## config.mk

```make
export PLATFORM = sky130hd
export DESIGN_NAME = char_lcd_expander_sequencer
export DESIGN_NICKNAME = d
export VERILOG_FILES = /design/src/rtl/lcdx_pkg.sv /design/src/rtl/lcdx_front.sv /design/src/rtl/lcdx_step_fifo.sv /design/src/rtl/lcdx_back.sv /design/src/rtl/char_lcd_expander_sequencer.sv
export SDC_FILE = /design/constraint.sdc
export NUM_CORES = 1
export LEC_CHECK = 0
export BUFFER_PORTS_ARGS = -buffer_cell sky130_fd_sc_hd__buf_4
export CORE_ASPECT_RATIO = 0.6
export CORE_UTILIZATION = 53
export DETAILED_ROUTE_END_ITERATION = 6
export GPL_TIMING_DRIVEN = 0
export PLACE_DENSITY = 0.83
export SETUP_SLACK_MARGIN = 0.1
export SYNTH_ARGS = -nofsm -noshare
export SYNTH_HDL_FRONTEND = slang
export SYNTH_HIERARCHICAL = 1
export SYNTH_SLANG_ARGS = --single-unit
export TNS_END_PERCENT = 1
```

## constraint.sdc

```tcl
create_clock -name clk_i -period 2.6 [get_ports clk_i]
set_input_delay 0.39 -clock clk_i [delete_from_list [all_inputs] [get_ports clk_i]]
set_output_delay 0.39 -clock clk_i [all_outputs]
set_load 0.005 [all_outputs]
```

## src/rtl/lcdx_pkg.sv

```systemverilog
// Shared types, codes and the start-up step table of the LCD expander sequencer
package lcdx_pkg;

  typedef enum logic [1:0] {
    OP_STARTUP = 2'd0,
    OP_COMMAND = 2'd1,
    OP_DATA    = 2'd2,
    OP_CURSOR  = 2'd3
  } op_e;

  typedef enum logic {
    FRONT_IDLE,
    FRONT_EMIT
  } front_state_e;

  // One queued step: a nibble write (three expander bytes) or a wait
  typedef struct packed {
    logic       is_wait;
    logic [7:0] data;     // nibble in bits 7..4, or wait length in ms
    logic       rs;
    logic       last;
  } step_t;

  localparam logic [7:0] LCD_BACKLIGHT = 8'h08;
  localparam logic [7:0] LCD_ENABLE    = 8'h04;
  localparam logic [7:0] LCD_RS        = 8'h01;
  localparam logic [7:0] CURSOR_CMD    = 8'h80;
  localparam logic [7:0] CURSOR_WAIT   = 8'd3;
  localparam logic [7:0] ADDR_RESET    = 8'd78;

  localparam int unsigned STEP_FIFO_DEPTH = 4;
  localparam int unsigned STEP_PTR_W      = $clog2(STEP_FIFO_DEPTH);
  localparam int unsigned STEP_CNT_W      = $clog2(STEP_FIFO_DEPTH + 1);

  localparam int unsigned STEP_IDX_W      = 5;

  function automatic step_t mk_step(logic w, logic [7:0] d, logic l);
    step_t s;
    s.is_wait = w;
    s.data    = d;
    s.rs      = 1'b0;
    s.last    = l;
    return s;
  endfunction

  // Start-up: 8-bit function set three times, switch to 4-bit, then four commands
  function automatic step_t startup_step(logic [STEP_IDX_W-1:0] idx);
    step_t s;
    unique case (idx)
      5'd0:    s = mk_step(1'b1, 8'd20, 1'b0);
      5'd1:    s = mk_step(1'b0, 8'h30, 1'b0);
      5'd2:    s = mk_step(1'b1, 8'd5,  1'b0);
      5'd3:    s = mk_step(1'b0, 8'h30, 1'b0);
      5'd4:    s = mk_step(1'b1, 8'd1,  1'b0);
      5'd5:    s = mk_step(1'b0, 8'h30, 1'b0);
      5'd6:    s = mk_step(1'b0, 8'h20, 1'b0);
      5'd7:    s = mk_step(1'b1, 8'd10, 1'b0);
      5'd8:    s = mk_step(1'b0, 8'h20, 1'b0);
      5'd9:    s = mk_step(1'b0, 8'h80, 1'b0);
      5'd10:   s = mk_step(1'b1, 8'd1,  1'b0);
      5'd11:   s = mk_step(1'b0, 8'h00, 1'b0);
      5'd12:   s = mk_step(1'b0, 8'hC0, 1'b0);
      5'd13:   s = mk_step(1'b1, 8'd10, 1'b0);
      5'd14:   s = mk_step(1'b0, 8'h00, 1'b0);
      5'd15:   s = mk_step(1'b0, 8'h10, 1'b0);
      5'd16:   s = mk_step(1'b1, 8'd10, 1'b0);
      5'd17:   s = mk_step(1'b0, 8'h00, 1'b0);
      5'd18:   s = mk_step(1'b0, 8'h60, 1'b1);
      default: s = mk_step(1'b1, 8'd0,  1'b1);
    endcase
    return s;
  endfunction

endpackage

```

## src/rtl/lcdx_front.sv

```systemverilog
// Front end: accepts requests and breaks them into nibble and wait steps
module lcdx_front (
  input  logic                clk_i,
  input  logic                rst_ni,
  input  logic                req_valid_i,
  output logic                req_ready_o,
  input  logic [1:0]          req_op_i,
  input  logic [7:0]          req_value_i,
  output logic                push_o,
  output lcdx_pkg::step_t     push_step_o,
  input  logic                full_i
);
  import lcdx_pkg::*;

  front_state_e           state_q, state_d;
  op_e                    op_q;
  logic [7:0]             val_q;
  logic [STEP_IDX_W-1:0]  idx_q, idx_d;
  logic [7:0]             cmd_byte;
  step_t                  step;

  always_ff @(posedge clk_i or negedge rst_ni) begin
    if (!rst_ni) begin
      state_q <= FRONT_IDLE;
      idx_q   <= '0;
    end else begin
      state_q <= state_d;
      idx_q   <= idx_d;
    end
  end

  always_ff @(posedge clk_i) begin
    if (req_valid_i && req_ready_o) begin
      op_q  <= op_e'(req_op_i);
      val_q <= req_value_i;
    end
  end

  assign cmd_byte = (op_q == OP_CURSOR) ? (CURSOR_CMD | val_q) : val_q;

  always_comb begin
    step = mk_step(1'b1, CURSOR_WAIT, 1'b1);
    unique case (op_q) inside
      OP_STARTUP: step = startup_step(idx_q);
      OP_COMMAND, OP_DATA, OP_CURSOR: begin
        if (idx_q == STEP_IDX_W'(0)) begin
          step = mk_step(1'b0, {cmd_byte[7:4], 4'b0000}, 1'b0);
        end else if (idx_q == STEP_IDX_W'(1)) begin
          step = mk_step(1'b0, {cmd_byte[3:0], 4'b0000}, op_q != OP_CURSOR);
        end
        step.rs = (op_q == OP_DATA);
      end
      default: step = mk_step(1'b1, CURSOR_WAIT, 1'b1);
    endcase
  end

  always_comb begin
    state_d     = state_q;
    idx_d       = idx_q;
    req_ready_o = 1'b0;
    push_o      = 1'b0;
    push_step_o = step;
    unique case (state_q)
      FRONT_IDLE: begin
        req_ready_o = 1'b1;
        if (req_valid_i) begin
          state_d = FRONT_EMIT;
          idx_d   = '0;
        end
      end
      FRONT_EMIT: begin
        if (!full_i) begin
          push_o = 1'b1;
          idx_d  = idx_q + STEP_IDX_W'(1);
          if (step.last) begin
            state_d = FRONT_IDLE;
          end
        end
      end
      default: state_d = FRONT_IDLE;
    endcase
  end

endmodule

```

## src/rtl/lcdx_step_fifo.sv

```systemverilog
// Short step queue between the front end and the byte generator
module lcdx_step_fifo (
  input  logic            clk_i,
  input  logic            rst_ni,
  input  logic            push_i,
  input  lcdx_pkg::step_t push_step_i,
  output logic            full_o,
  input  logic            pop_i,
  output lcdx_pkg::step_t head_o,
  output logic            empty_o
);
  import lcdx_pkg::*;

  step_t                  mem_q [STEP_FIFO_DEPTH];
  logic [STEP_PTR_W-1:0]  wr_ptr_q, rd_ptr_q;
  logic [STEP_CNT_W-1:0]  count_q;
  logic                   do_push, do_pop;

  assign full_o  = (count_q == STEP_CNT_W'(STEP_FIFO_DEPTH));
  assign empty_o = (count_q == '0);
  assign do_push = push_i && !full_o;
  assign do_pop  = pop_i && !empty_o;
  assign head_o  = mem_q[rd_ptr_q];

  always_ff @(posedge clk_i or negedge rst_ni) begin
    if (!rst_ni) begin
      wr_ptr_q <= '0;
      rd_ptr_q <= '0;
      count_q  <= '0;
    end else begin
      if (do_push) wr_ptr_q <= wr_ptr_q + STEP_PTR_W'(1);
      if (do_pop)  rd_ptr_q <= rd_ptr_q + STEP_PTR_W'(1);
      if (do_push && !do_pop) begin
        count_q <= count_q + STEP_CNT_W'(1);
      end else if (do_pop && !do_push) begin
        count_q <= count_q - STEP_CNT_W'(1);
      end
    end
  end

  always_ff @(posedge clk_i) begin
    if (do_push) mem_q[wr_ptr_q] <= push_step_i;
  end

endmodule

```

## src/rtl/lcdx_back.sv

```systemverilog
// Back end: steps to expander bytes and waits, one result a cycle unless stalled
module lcdx_back (
  input  logic            clk_i,
  input  logic            rst_ni,
  input  lcdx_pkg::step_t head_i,
  input  logic            empty_i,
  output logic            pop_o,
  input  logic [7:0]      bus_addr_i,
  output logic            res_valid_o,
  input  logic            res_ready_i,
  output logic [15:0]     res_data_o,
  output logic            res_kind_o,
  output logic            res_last_o
);
  import lcdx_pkg::*;

  logic [1:0] phase_q;
  logic       valid_q;
  logic       kind_q, last_q;
  logic [7:0] payload_q, addr_q;
  logic       load;
  logic       step_done;
  logic [7:0] byte_val;

  // Output register can take a new result when empty or being drained
  assign load      = !empty_i && (!valid_q || res_ready_i);
  assign step_done = head_i.is_wait || (phase_q == 2'd2);
  assign pop_o     = load && step_done;

  // Enable is high only on the middle byte of a nibble
  assign byte_val = {head_i.data[7:4], 4'b0000} | LCD_BACKLIGHT
                  | ((phase_q == 2'd1) ? LCD_ENABLE : 8'h00)
                  | (head_i.rs ? LCD_RS : 8'h00);

  always_ff @(posedge clk_i or negedge rst_ni) begin
    if (!rst_ni) begin
      valid_q <= 1'b0;
      phase_q <= '0;
    end else begin
      if (load) begin
        valid_q <= 1'b1;
        phase_q <= step_done ? 2'd0 : phase_q + 2'd1;
      end else if (res_ready_i) begin
        valid_q <= 1'b0;
      end
    end
  end

  always_ff @(posedge clk_i) begin
    if (load) begin
      kind_q    <= head_i.is_wait;
      payload_q <= head_i.is_wait ? head_i.data : byte_val;
      addr_q    <= head_i.is_wait ? 8'h00 : bus_addr_i;
      last_q    <= head_i.last && step_done;
    end
  end

  assign res_valid_o = valid_q;
  assign res_data_o  = {addr_q, payload_q};
  assign res_kind_o  = kind_q;
  assign res_last_o  = last_q;

endmodule

```

## src/rtl/char_lcd_expander_sequencer.sv

```systemverilog
// Top level of the character LCD expander sequencer: front end, step queue, back end
//
// Slave stream: one request per transfer. s_axis_tuser selects the operation
// (start-up, command byte, data byte, cursor position), s_axis_tdata holds the
// byte. Master stream: one result per transfer, an expander byte (tuser 0) with
// its bus address, or a wait in milliseconds (tuser 1, address 0); tlast marks
// the final result of a request.
// cfg_we_i writes the expander address; write it only while the block is idle.
// The front end registers a request; the back end registers each result and gives
// one result a cycle while the receiver takes them, 6 results for a command or data
// request, 7 for a cursor request and 43 for start-up. The front end takes one
// request at a time and refills the step queue as it drains.
// Reset empties the queue and output register and sets the address to 78.
// When the receiver stalls the output register holds and the queue fills; an
// idle front end still takes one more request, then holds it and
// s_axis_tready stays low until the queue drains.
module char_lcd_expander_sequencer (
  input  logic        clk_i,
  input  logic        rst_ni,
  input  logic        cfg_we_i,
  input  logic [7:0]  cfg_wdata_i,
  input  logic        s_axis_tvalid,
  output logic        s_axis_tready,
  input  logic [7:0]  s_axis_tdata,   // [7:0] value
  input  logic [1:0]  s_axis_tuser,   // [1:0] operation
  output logic        m_axis_tvalid,
  input  logic        m_axis_tready,
  output logic [15:0] m_axis_tdata,   // [7:0] payload, [15:8] bus_address
  output logic [0:0]  m_axis_tuser,   // [0] kind
  output logic        m_axis_tlast
);
  import lcdx_pkg::*;

  logic       addr_cfg_q;
  logic [7:0] exp_addr_q;
  logic       push, full, pop, empty;
  step_t      push_step, head;
  logic       kind;

  always_ff @(posedge clk_i or negedge rst_ni) begin
    if (!rst_ni) begin
      exp_addr_q <= ADDR_RESET;
      addr_cfg_q <= 1'b0;
    end else if (cfg_we_i) begin
      exp_addr_q <= cfg_wdata_i;
      addr_cfg_q <= 1'b1;
    end
  end

  lcdx_front u_front (
    .clk_i       (clk_i),
    .rst_ni      (rst_ni),
    .req_valid_i (s_axis_tvalid),
    .req_ready_o (s_axis_tready),
    .req_op_i    (s_axis_tuser),
    .req_value_i (s_axis_tdata),
    .push_o      (push),
    .push_step_o (push_step),
    .full_i      (full)
  );

  lcdx_step_fifo u_fifo (
    .clk_i       (clk_i),
    .rst_ni      (rst_ni),
    .push_i      (push),
    .push_step_i (push_step),
    .full_o      (full),
    .pop_i       (pop),
    .head_o      (head),
    .empty_o     (empty)
  );

  lcdx_back u_back (
    .clk_i       (clk_i),
    .rst_ni      (rst_ni),
    .head_i      (head),
    .empty_i     (empty),
    .pop_o       (pop),
    .bus_addr_i  (addr_cfg_q ? exp_addr_q : ADDR_RESET),
    .res_valid_o (m_axis_tvalid),
    .res_ready_i (m_axis_tready),
    .res_data_o  (m_axis_tdata),
    .res_kind_o  (kind),
    .res_last_o  (m_axis_tlast)
  );

  assign m_axis_tuser = kind;

endmodule

```

# After elaboration in Yosys (flattened, before gate mapping)
# Memory sizes are Yosys's and may differ from the RTL's.
# Index checks and enable logic that the tools add are counted.
dict set report classes {
  reduce_logical 23
  addsub 6
  eq_ne 10
  bitwise_logic 4
  n_mux 25
}
# op count
set op_table {}
lappend op_table {{$mux 11} 2}
lappend op_table {{$pmux 11 s2} 1}
lappend op_table {{$mux 8} 2}
lappend op_table {{$or 8x8->8} 2}
lappend op_table {{$mux 1} 11}
lappend op_table {{$mux 5} 2}
lappend op_table {{$pmux 5 s2} 1}
lappend op_table {{$mux 3} 3}
lappend op_table {{$logic_and 1x1->1} 8}
lappend op_table {{$mux 7} 1}
lappend op_table {{$add 2x1->2 const B} 3}
lappend op_table {{$eq 2x2->1 const B} 3}
lappend op_table {{$ne 2x2->1 const B} 3}
lappend op_table {{$add 5x1->5 const B} 1}
lappend op_table {{$eq 5x1->1 const B} 1}
lappend op_table {{$logic_not 1->1} 5}
lappend op_table {{$logic_not 5->1} 1}
lappend op_table {{$eq 2x1->1 const B} 2}
lappend op_table {{$reduce_bool 2->1} 2}
lappend op_table {{$add 3x1->3 const B} 1}
lappend op_table {{$eq 3x3->1 const B} 1}
lappend op_table {{$logic_not 3->1} 1}
lappend op_table {{$reduce_or 3->1} 1}
lappend op_table {{$sub 3x1->3 const B} 1}
lappend op_table {{other kinds (7)} 9}
dict set report totals {
  n_memories 2
  output_inout_bits 20
  ram_bits 44
  register_bits 53
  in_bits 23
  mem_bits_ro 320
}
# name words word_bits rd rd_ports_with_merged_regs wr line_no
set mem_list {}
lappend mem_list {{(no name shown)} 32 10 1 0 0 lcdx_pkg.sv:49} ;# unique case (idx)
lappend mem_list {u_fifo.mem_q 4 11 1 0 1 lcdx_step_fifo.sv:14} ;# step_t mem_q [STEP_FIFO_DEPTH];

# Longest topological paths before layout
# Gate-level depths: netlist of run 1.
dict set report logic_depth {
  ltp_word 8
  mapped_depth 11
  depth_no_buf 11
}

# Modules after synthesis
# Netlist of run 1, hierarchy kept.
# module n_inst cells_per_inst area_per_inst_um2
set modules_own_cells {}
lappend modules_own_cells {lcdx_step_fifo 1 93 2040.7}
lappend modules_own_cells {lcdx_front 1 104 1079.8}
lappend modules_own_cells {lcdx_back 1 48 824.5}
lappend modules_own_cells {char_lcd_expander_sequencer 1 27 417.9}

# Least setup slack after synthesis of run 1
# Ideal clock, no wire load.
dict set report synth_timing {
  path_type {reg2reg}
  startpoint {register u_fifo.rd_ptr_q[0]}
  endpoint {register u_fifo.count_q[2]}
  synth_period_minus_slack_ns 2.772
  path_slack_ns -0.172
  path_stages_with_launch 12
  arrival_time_ns 2.693
  n_path_buf 2
  setup_time_ns 0.079
  required_ns 2.521
  path_cell_list {dfrtp_1 -> buf_6 -> mux4_1 -> buf_4 -> o21a_1 -> nand2_1 -> ha_1 -> inv_1 -> fa_1 -> xor2_1 -> nor2_1 -> xor2_1}
}
# element line_no
set synth_lines {}
lappend synth_lines {{start, declared} lcdx_step_fifo.sv:15} ;# logic [STEP_PTR_W-1:0] wr_ptr_q, rd_ptr_q;
lappend synth_lines {{start signal, assigned} lcdx_step_fifo.sv:32} ;# if (do_pop) rd_ptr_q <= rd_ptr_q + STEP_PTR_W'(1);
lappend synth_lines {{end signal, assigned} lcdx_step_fifo.sv:34} ;# count_q <= count_q + STEP_CNT_W'(1);
lappend synth_lines {{end signal, assigned} lcdx_step_fifo.sv:36} ;# count_q <= count_q - STEP_CNT_W'(1);
lappend synth_lines {{end, declared} lcdx_step_fifo.sv:16} ;# logic [STEP_CNT_W-1:0] count_q;

==> flow_summary.yaml, run 1 <==
status:
  status: "finished, final reports clean"
final_layout:
  layout.nets: 369
  drive_gt1_share_pct: 35.3
  final_common_cell: "edfxtp_1"
  diodes: 0
  register_area_um2: 2790
  multi_input_area_um2: 1430
  fill_cells: 566
  area_delta_synth_final_pct: 19.9
  final_cell_mix: "72 x edfxtp_1, 48 x buf_4, 20 x dfrtp_1"
drt:
  drt_iter0_drc: 168
  wl_um: 7430
  drc: 0
  firstDrtPassIters: 4
  ant_nets: 0
  viasPerCell: 5.37
  avgRoutedWirePerCell_um: 16.7
  vias: 2390
worst_setup_path:
  timing_worst_setup_path_type: "flip-flop to flip-flop"
  critPathRequiredTime_ps: 2860
  cp_max_fo: 2
  r2r-start: "u_fifo/rd_ptr_q[0]"
  startpoint: "u_fifo/rd_ptr_q[0]"
  worstSetupStartpointType: "flip-flop"
  endpoint_kind: "flip-flop"
  worst_ep_arrival_time_ps: 2760
grt:
  grt.overflow.total: 0
  grt_pass1_wl_um: 11400
  grt_max_degree: 26
  grt_pass1_vias: 2194
  grt_usage_pct: 18.5
  antenna_found_initial: 0
worst_hold_path:
  min_path_type: "primary input to flip-flop"
  hp-start: "s_axis_tuser[0]"
clock_network:
  clock_latency_ps: 340
  clock-sinks: 97
  root_buffer: "clkbuf_16"
  cts_tree: "done"
  numCtsBuffers: 9
  cts.reportedPaths.clkPinSlew_ps: 70
  htree_levels: 3
  cts_buffer_depth: 2
synth:
  netlist_instances: 272
  synth-edff-count: 72
  ys_warn_count: 6
  avgSynthCellArea_um2: 16.0
  seq_area_frac_synth_pct: 64.0
  synth_top_flop_cell: "edfxtp_1"
  synth.distinct_cells: 53
  synth.net_count: 309
  async_flop_share_pct: 25.8
  ys_ff_latch: 97
  syn-cell-area_um2: 4360
timing:
  hold_violations: 0
  skew_ps: 5.53
  worstMarginPinSlew_ps: 642
  tns_ps: 0
  period_needed_ps: 2500
  slew_violations: 0
  finalSetupViolations: 0
  fin_crit_sh_pct: 96.2
  slew_headroom_pct: 57.2
  clock.fmax_mhz: 400
  rsz0062_at_grt: "true"
floorplanning:
  die_w_um: 119
  fp.coreArea_um2: 7910
  dieArea_um2: 8610
  io-pin-count: 43
  rows: 25
  floorplan.initialDensity_pct: 55.1
  die_h_um: 72.3
power:
  peakVddDrop_v: 0.000613
  powerDensity_nw_per_um2: 1280
  p_leak_nw: 2.09
  power_w: 0.00667
flow_run:
  max-cap-violations: 0
place:
  dp_hpwl_um: 4830
  portBuffers: 41
  gp_congestion: 0.862
path summary, 6_finish.rpt:
check,end,slack (ps),cells past startpoint
worst min-delay path,u_front/op_q[0],230,1
worst max-delay path,u_fifo/count_q[2],100,11
worst max register to register,u_fifo/count_q[2],100,11
worst min register to register,u_fifo/count_q[2],490,1
max in group asynchronous,exp_addr_q[1],1780,2
min in group asynchronous,u_back/phase_q[0],530,2
Yosys cell counts, types with 6 or more instances:
cell type	n	area share, %
edfxtp_1	72	50
ha_1	13	3.7
nor2_1	9	0.77
and2_1	9	1.3
a21oi_1	7	0.80
nand2_1	13	1.1
dfrtp_1	21	12
nand2b_1	7	1.0
mux2_4	11	3.8
mux4_1	8	4.8
nor2b_1	11	1.6
inv_1	9	0.77
buf_6	6	1.5
where the power goes:
part / switching [W] / internal (W)
sequential: 0.000240 / 0.00244
clock: 0.000569 / 0.000843
combinational: 0.00132 / 0.00126
total: 0.00213 / 0.00454
final cells by class:
cell class,count,share of cell area [%]
inverter,13,0.933
multi-input combinational,151,27.4
buffer,12,2.39
timing repair buffer,48,6.94
tap,108,2.58
sequential,97,53.4
clock buffer,11,5.05
clock inverter,5,1.27
critical path, stage by stage (launching register included):
cell and delay (ps):
dfrtp_2 390, buf_12 110, mux4_2 540, buf_6 150, o21a_1 190, nand2_2 110
ha_4 150, inv_2 40, fa_2 340, xor2_1 150, nor2_1 110, xor2_1 150
routing by layer:
metal  vias to the layer above  GRT usage [%]  share of wire (%)  wire [µm]
met2                        76           27.2                 46       3380
li1                       1134              -                  -          -
met1                      1173           25.9                 48       3560
met3                         7           6.53                5.8        433
met4                         0           6.33               0.71         53
met5                         -              0                  0          0
state kept, by name, summed over array words and instances, names as in the netlist:
name	cells
u_front/op_q	2
u_front/idx_q	5
u_back/res_last_o	1
u_fifo/rd_ptr_q	2
u_fifo/wr_ptr_q	2
u_back/res_valid_o	1
u_front/state_q	1
u_back/addr_q	8
u_front/val_q	8
exp_addr_q	8
u_back/payload_q	8
addr_cfg_q	1
u_fifo/mem_q	44
u_back/phase_q	2
u_back/res_kind_o	1
u_fifo/count_q	3
logic make-up (layout without fill, tap and decap cells):
kind of cell,Yosys count,in the layout,share of synthesized area [%]
buffers and inverters,25,89,3.64
AOI/OAI and AO/OA,35,36,6.28
DFF,97,97,64.0
muxes,31,31,12.3
xor gates and xnor gates,6,6,1.20
and+or+nand+nor,64,64,8.35
adders and majority gates,14,14,4.19
timing repair:
item | 4_1_cts | 5_1_grt
gates cloned | 1 | 0
buffers inserted | 6 | 0
hold buffers | 1 | 0
pin swaps | 4 | 0
endpoints found under the setup margin | 2 | 1
resized for setup | 6 | 1
hold endpoints to repair | 21 | 0
metrics by stage:
step	setup slack (ps)	instance area, µm²	util (%)	hold WS (ps)	instances
final	99.5	5230	66.1	227	445
after global routing	6.48	5230	66.1	206	445
after CTS	104	5230	66.1	211	445
after detailed placement	-320	4810	60.8	316	421
after global placement	-287	4810	60.8	304	421
after floorplan	-8.50	4370	-	94.4	272
No activity file was read; power rests on OpenSTA's default activity.
==> inputs of run 2 (changes only) <==
- RECOVER_POWER: not set -> 50
==> run 2 against run 1 <==
  * Register-to-register slack barely moved
  * Non-clock buffer count did not move
  * Largest cell class unchanged
  * Clock power barely moved
  * Sequential power barely moved
  * Die area did not move
  * Maximum frequency rose by 0.30%
  * Core utilization fell by 0.96 points
==> flow_summary.yaml, run 2 (synthesized netlist as in run 1, its figures left out) <==
clock_network:
  htree_levels: 3
  cts.reportedPaths.clkPinSlew_ps: 70
  root_buffer: "clkbuf_16"
  cts_buffer_depth: 2
  numCtsBuffers: 9
  cts_tree: "done"
  clock_latency_ps: 340
  clock-sinks: 97
power:
  power_w: 0.00655
  peakVddDrop_v: 0.000597
  powerDensity_nw_per_um2: 1270
  p_leak_nw: 2.02
floorplanning:
  die_h_um: 72.3
  die_w_um: 119
  floorplan.initialDensity_pct: 55.1
  dieArea_um2: 8610
  rows: 25
  fp.coreArea_um2: 7910
  io-pin-count: 43
grt:
  grt_pass1_vias: 2194
  grt.overflow.total: 0
  grt_pass1_wl_um: 11400
  grt_usage_pct: 18.5
  antenna_found_initial: 0
  grt_max_degree: 26
worst_setup_path:
  worst_ep_arrival_time_ps: 2760
  startpoint: "u_fifo/rd_ptr_q[0]"
  path_delay_family: "multiplexers"
  cp_cell_sequence: "buf_12 -> mux4_2 -> buf_6 -> o21a_1 -> nand2_2 -> ha_4 -> inv_2 -> fa_2 -> xor2_1 -> nor2_1 -> xor2_1"
  timing_worst_setup_path_type: "flip-flop to flip-flop"
  worstSetupStartpointType: "flip-flop"
  critPathRequiredTime_ps: 2870
  endpoint_kind: "flip-flop"
  cp_common_cell: "xor2_1"
  cp_slowest_cell: "mux4_2"
  cpPeakStageDelay_ps: 540
  path_buf_inv: 3
  cp_max_fo: 2
  r2r-start: "u_fifo/rd_ptr_q[0]"
worst_hold_path:
  min_path_type: "primary input to flip-flop"
  hp-start: "s_axis_tdata[1]"
timing:
  worstMarginPinSlew_ps: 1360
  slew_violations: 0
  skew_ps: 5.29
  slew_headroom_pct: 9.34
  period_needed_ps: 2490
  hold_violations: 0
  fin_crit_sh_pct: 95.9
  tns_ps: 0
  rsz0062_at_grt: "true"
  clock.fmax_mhz: 401
  finalSetupViolations: 0
drt:
  viasPerCell: 5.34
  firstDrtPassIters: 4
  drt_iter0_drc: 179
  vias: 2376
  drc: 0
  ant_nets: 0
  wl_um: 7390
  avgRoutedWirePerCell_um: 16.6
final_layout:
  largest_reg_flops: 44
  design_area_um2: 5150
  drive_gt1_share_pct: 29.4
  final_core_util_pct: 65.1
  stdcell_count: 445
  diodes: 0
  final_common_cell: "edfxtp_1"
  final_cell_mix: "72 x edfxtp_1, 30 x clkbuf_4, 20 x dfrtp_1"
  area_delta_synth_final_pct: 18.1
  top_register: "u_fifo/mem_q"
  layout.nets: 369
place:
  placed_area_um2: 4810
  dp_hpwl_um: 4830
  gp_congestion: 0.862
  portBuffers: 41
  post-place-cells: 421
status:
  status: "finished, final reports clean"
flow_run:
  max-cap-violations: 0
run 2: final timing paths:
| kind | cells past startpoint | slack, ps | endpoint |
|---|---|---|---|
| min | 1 | 250 | u_front/val_q[1] |
| min in group asynchronous | 2 | 920 | u_back/phase_q[0] |
| max in group asynchronous | 2 | 780 | u_fifo/rd_ptr_q[0] |
| min reg2reg | 1 | 480 | exp_addr_q[4] |
| max reg2reg | 11 | 110 | u_fifo/count_q[2] |
| max | 11 | 110 | u_fifo/count_q[2] |
run 2: metal layers:
layer  part of all wire [%]  global-route usage [%]
met5                      0                       0
met4                    1.1                    6.33
met3                    6.0                    6.53
met2                     45                    27.2
met1                     47                    25.9
run 2: report_power, final:
part | leakage, nW | internal [W] | switching, W | total, W
Combinational | 0.896 | 0.00117 | 0.00130 | 0.00247
Sequential | 0.969 | 0.00244 | 0.000226 | 0.00267
Clock | 0.160 | 0.000843 | 0.000570 | 0.00141
Total | 2.02 | 0.00446 | 0.00209 | 0.00655
run 2: repair_timing:
action                     in CTS  in global routing
gates cloned                    1                  0
hold buffers                    1                  0
pin swaps                       4                  0
setup endpoints to repair       2                  1
hold endpoints to repair       21                  0
gates resized for setup         6                  1
setup buffers                   6                  0
run 2: area by class of cell:
class	count	area, µm²
plain buffers	12	118
clock buffers	11	264
clock inverters	5	66.3
fillers	582	2760
inverters	13	48.8
multi-input cells	151	1390
flip-flops and latches	97	2790
well taps	108	135
repair buffers	48	340
run 2: per-stage QoR:
stage	setup WS, ps	hold slack (ps)
floorplan	-8.50	94.4
global placement	-287	304
detailed placement	-320	316
CTS	104	211
global route	10.5	230
finish	107	248
run 2: worst reg2reg max path: cells and delay by family (launching register included):
| family | cells | cell delay (ps) |
|---|---|---|
| simple gates | 2 | 210 |
| xor+xnor | 2 | 300 |
| mux | 1 | 540 |
| fa+ha+maj | 2 | 490 |
| buf+inv | 3 | 300 |
| compound gates | 1 | 190 |
| flops | 1 | 400 |
==> inputs of run 3 (changes only) <==
- CORE_MARGIN: not set -> 5
- SYNTH_HIERARCHICAL: 1 -> not set
==> run 3 against run 2 <==
  * Synthesized cell count increased by 2.6%
  * First-iteration DRC count increased by 18%
  * Critical path depth decreased by 1
  * Total power decreased by 3.4%
  * Critical path type unchanged
==> flow_summary.yaml, run 3 <==
place:
  portBuffers: 42
  gp_congestion: 0.892
  dp_hpwl_um: 5350
final_layout:
  layout.nets: 373
  final_cell_mix: "72 x edfxtp_1, 29 x clkbuf_4, 23 x nand2_1"
  final_common_cell: "edfxtp_1"
  diodes: 0
  final_core_util_pct: 64.0
  area_delta_synth_final_pct: 18.7
  fill_cells: 566
  top_register: "u_fifo.mem_q"
  drive_gt1_share_pct: 29.0
  largest_reg_flops: 44
worst_hold_path:
  min_path_type: "primary input to flip-flop"
grt:
  antenna_found_initial: 0
  grt_max_degree: 26
  grt_usage_pct: 16.8
  grt.overflow.total: 0
  grt_pass1_wl_um: 12600
  grt_pass1_vias: 2426
synth:
  synth.top_cell.area_share_pct: 51.5
  synthTopCellsByCount: "72 x edfxtp_1, 23 x nand2_1, 21 x dfrtp_1, 19 x inv_1, 13 x ha_1"
  synthTopCellsByArea: "edfxtp_1 51%, dfrtp_1 13%, mux4_2 5.4%"
  synth_top_flop_cell: "edfxtp_1"
  avgSynthCellArea_um2: 15.1
  async_flop_share_pct: 25.8
  synth.distinct_cells: 50
  synthMostInstantiatedCell: "edfxtp_1"
  synth.net_count: 316
  ys_ff_latch: 97
  netlist_instances: 279
  seq_area_frac_synth_pct: 66.5
  synth_top_cell_by_area: "edfxtp_1"
  ys_warn_count: 0
  syn-cell-area_um2: 4200
  synth-edff-count: 72
floorplanning:
  die_w_um: 125
  io-pin-count: 43
  rows: 25
  dieArea_um2: 9860
  die_h_um: 79.0
  floorplan.initialDensity_pct: 53.9
  fp.coreArea_um2: 7790
timing:
  hold_violations: 0
  rsz0062_at_grt: "false"
  slew_headroom_pct: 10.9
  worstMarginPinSlew_ps: 1340
  period_needed_ps: 2410
  finalSetupViolations: 0
  skew_ps: 5.37
  fin_crit_sh_pct: 92.5
  slew_violations: 0
  tns_ps: 0
  clock.fmax_mhz: 416
power:
  powerDensity_nw_per_um2: 1270
  p_leak_nw: 1.96
  peakVddDrop_v: 0.000541
clock_network:
  clock-sinks: 97
  clock_latency_ps: 350
  cts.reportedPaths.clkPinSlew_ps: 70
  cts_tree: "done"
  root_buffer: "clkbuf_16"
  htree_levels: 3
  numCtsBuffers: 9
  cts_buffer_depth: 2
worst_setup_path:
  timing_worst_setup_path_type: "flip-flop to flip-flop"
  cp_max_fo: 10
  critPathRequiredTime_ps: 2870
  endpoint_kind: "flip-flop"
  worstSetupStartpointType: "flip-flop"
  worst_ep_arrival_time_ps: 2670
drt:
  ant_nets: 0
  drt_iter0_drc: 211
  drc: 0
  viasPerCell: 5.35
  wl_um: 7610
  firstDrtPassIters: 4
  avgRoutedWirePerCell_um: 17.0
  vias: 2402
status:
  status: "finished, final reports clean"
flow_run:
  max-cap-violations: 0
==> run 3: changes by cell type after synthesis, moves of 4 or more <==
cell,before,now
mux4_1,8,0
nand2b_1,7,0
and2_1,9,5
inv_1,9,19
o21ai_1,1,5
o21ai_0,3,7
mux4_2,3,10
nor2b_1,11,3
mux2_4,11,3
and3_1,1,7
nand2_1,13,23
==> run 3: final cells by class <==
cell class / instances / area (µm²) / share of cell area (%)
clock inverter: 7 / 83.8 / 1.68
inverter: 21 / 86.3 / 1.73
timing repair buffer: 46 / 333 / 6.68
clock buffer: 9 / 225 / 4.52
multi-input combinational: 152 / 1270 / 25.4
sequential: 97 / 2790 / 56.0
tap: 108 / 135 / 2.71
buffer: 9 / 61.3 / 1.23
==> run 3: per-layer routing <==
| metal | wire (µm) | up-vias | part of all wire, % | global-route usage, % |
|---|---|---|---|---|
| met1 | 3420 | 1166 | 45 | 22.9 |
| met2 | 3590 | 88 | 47 | 25.5 |
| li1 | - | 1142 | - | - |
| met5 | 0 | - | 0 | 0 |
| met4 | 53 | 0 | 0.70 | 6.49 |
| met3 | 554 | 6 | 7.3 | 5.58 |
==> run 3: what timing repair did <==
action | 4_1_cts | 5_1_grt
pin swaps | 1 | 1
setup endpoints to repair | 1 | 1
resized for setup | 0 | 6
hold endpoints to repair | 21 | 0
hold buffers | 1 | 0
setup buffers | 1 | 2
==> run 3: path summary, 6_finish.rpt <==
| path | start | cells after the start | slack (ps) | to |
|---|---|---|---|---|
| setup reg to reg | u_fifo.rd_ptr_q[1] | 10 | 190 | u_fifo.count_q[2] |
| hold / removal | s_axis_tdata[3] | 1 | 240 | u_front.val_q[3] |
| setup / recovery | u_fifo.rd_ptr_q[1] | 10 | 190 | u_fifo.count_q[2] |
| min in group asynchronous | rst_ni | 2 | 880 | exp_addr_q[4] |
| max in group asynchronous | rst_ni | 2 | 830 | u_fifo.rd_ptr_q[1] |
| hold reg to reg | exp_addr_q[5] | 1 | 500 | exp_addr_q[5] |
==> run 3: kinds of logic after synthesis <==
logic type | synth area share (%)
AND/OR/NAND/NOR | 8.94
XOR/XNOR | 1.04
flip-flops | 66.5
buffers and inverters | 3.40
adder cells (fa/ha/maj) | 4.35
multiplexers | 9.23
AO/OA/AOI/OAI | 6.55
==> run 3: through the flow <==
step | area [µm²] | hold WS, ps | total power [W] | setup slack, ps | cells
2_1_floorplan | 4200 | 94.4 | 0.00421 | 399 | 279
3_3_place_gp | 4650 | 309 | 0.00486 | 153 | 429
3_5_place_dp | 4650 | 311 | 0.00498 | 89.8 | 429
4_1_cts | 4980 | 203 | 0.00637 | 129 | 447
5_1_grt | 4990 | 223 | 0.00673 | 82.4 | 449
6_report | 4990 | 241 | 0.00633 | 194 | 449
==> run 3: worst max-delay path: stages, from the launching register on <==
cell and delay (ps):
dfrtp_2 430, mux2_4 330, a21oi_4 210, inv_6 90, o21ai_4 160, ha_2 210, inv_1 50, fa_1 390
xor2_1 170, nor2_1 120, xor2_1 160
==> run 3: power by group <==
group	leakage [nW]	internal (W)	switching (W)
logic	0.834	0.00103	0.00127
registers	0.971	0.00245	0.000239
clock network	0.154	0.000765	0.000575
total	1.96	0.00424	0.00209
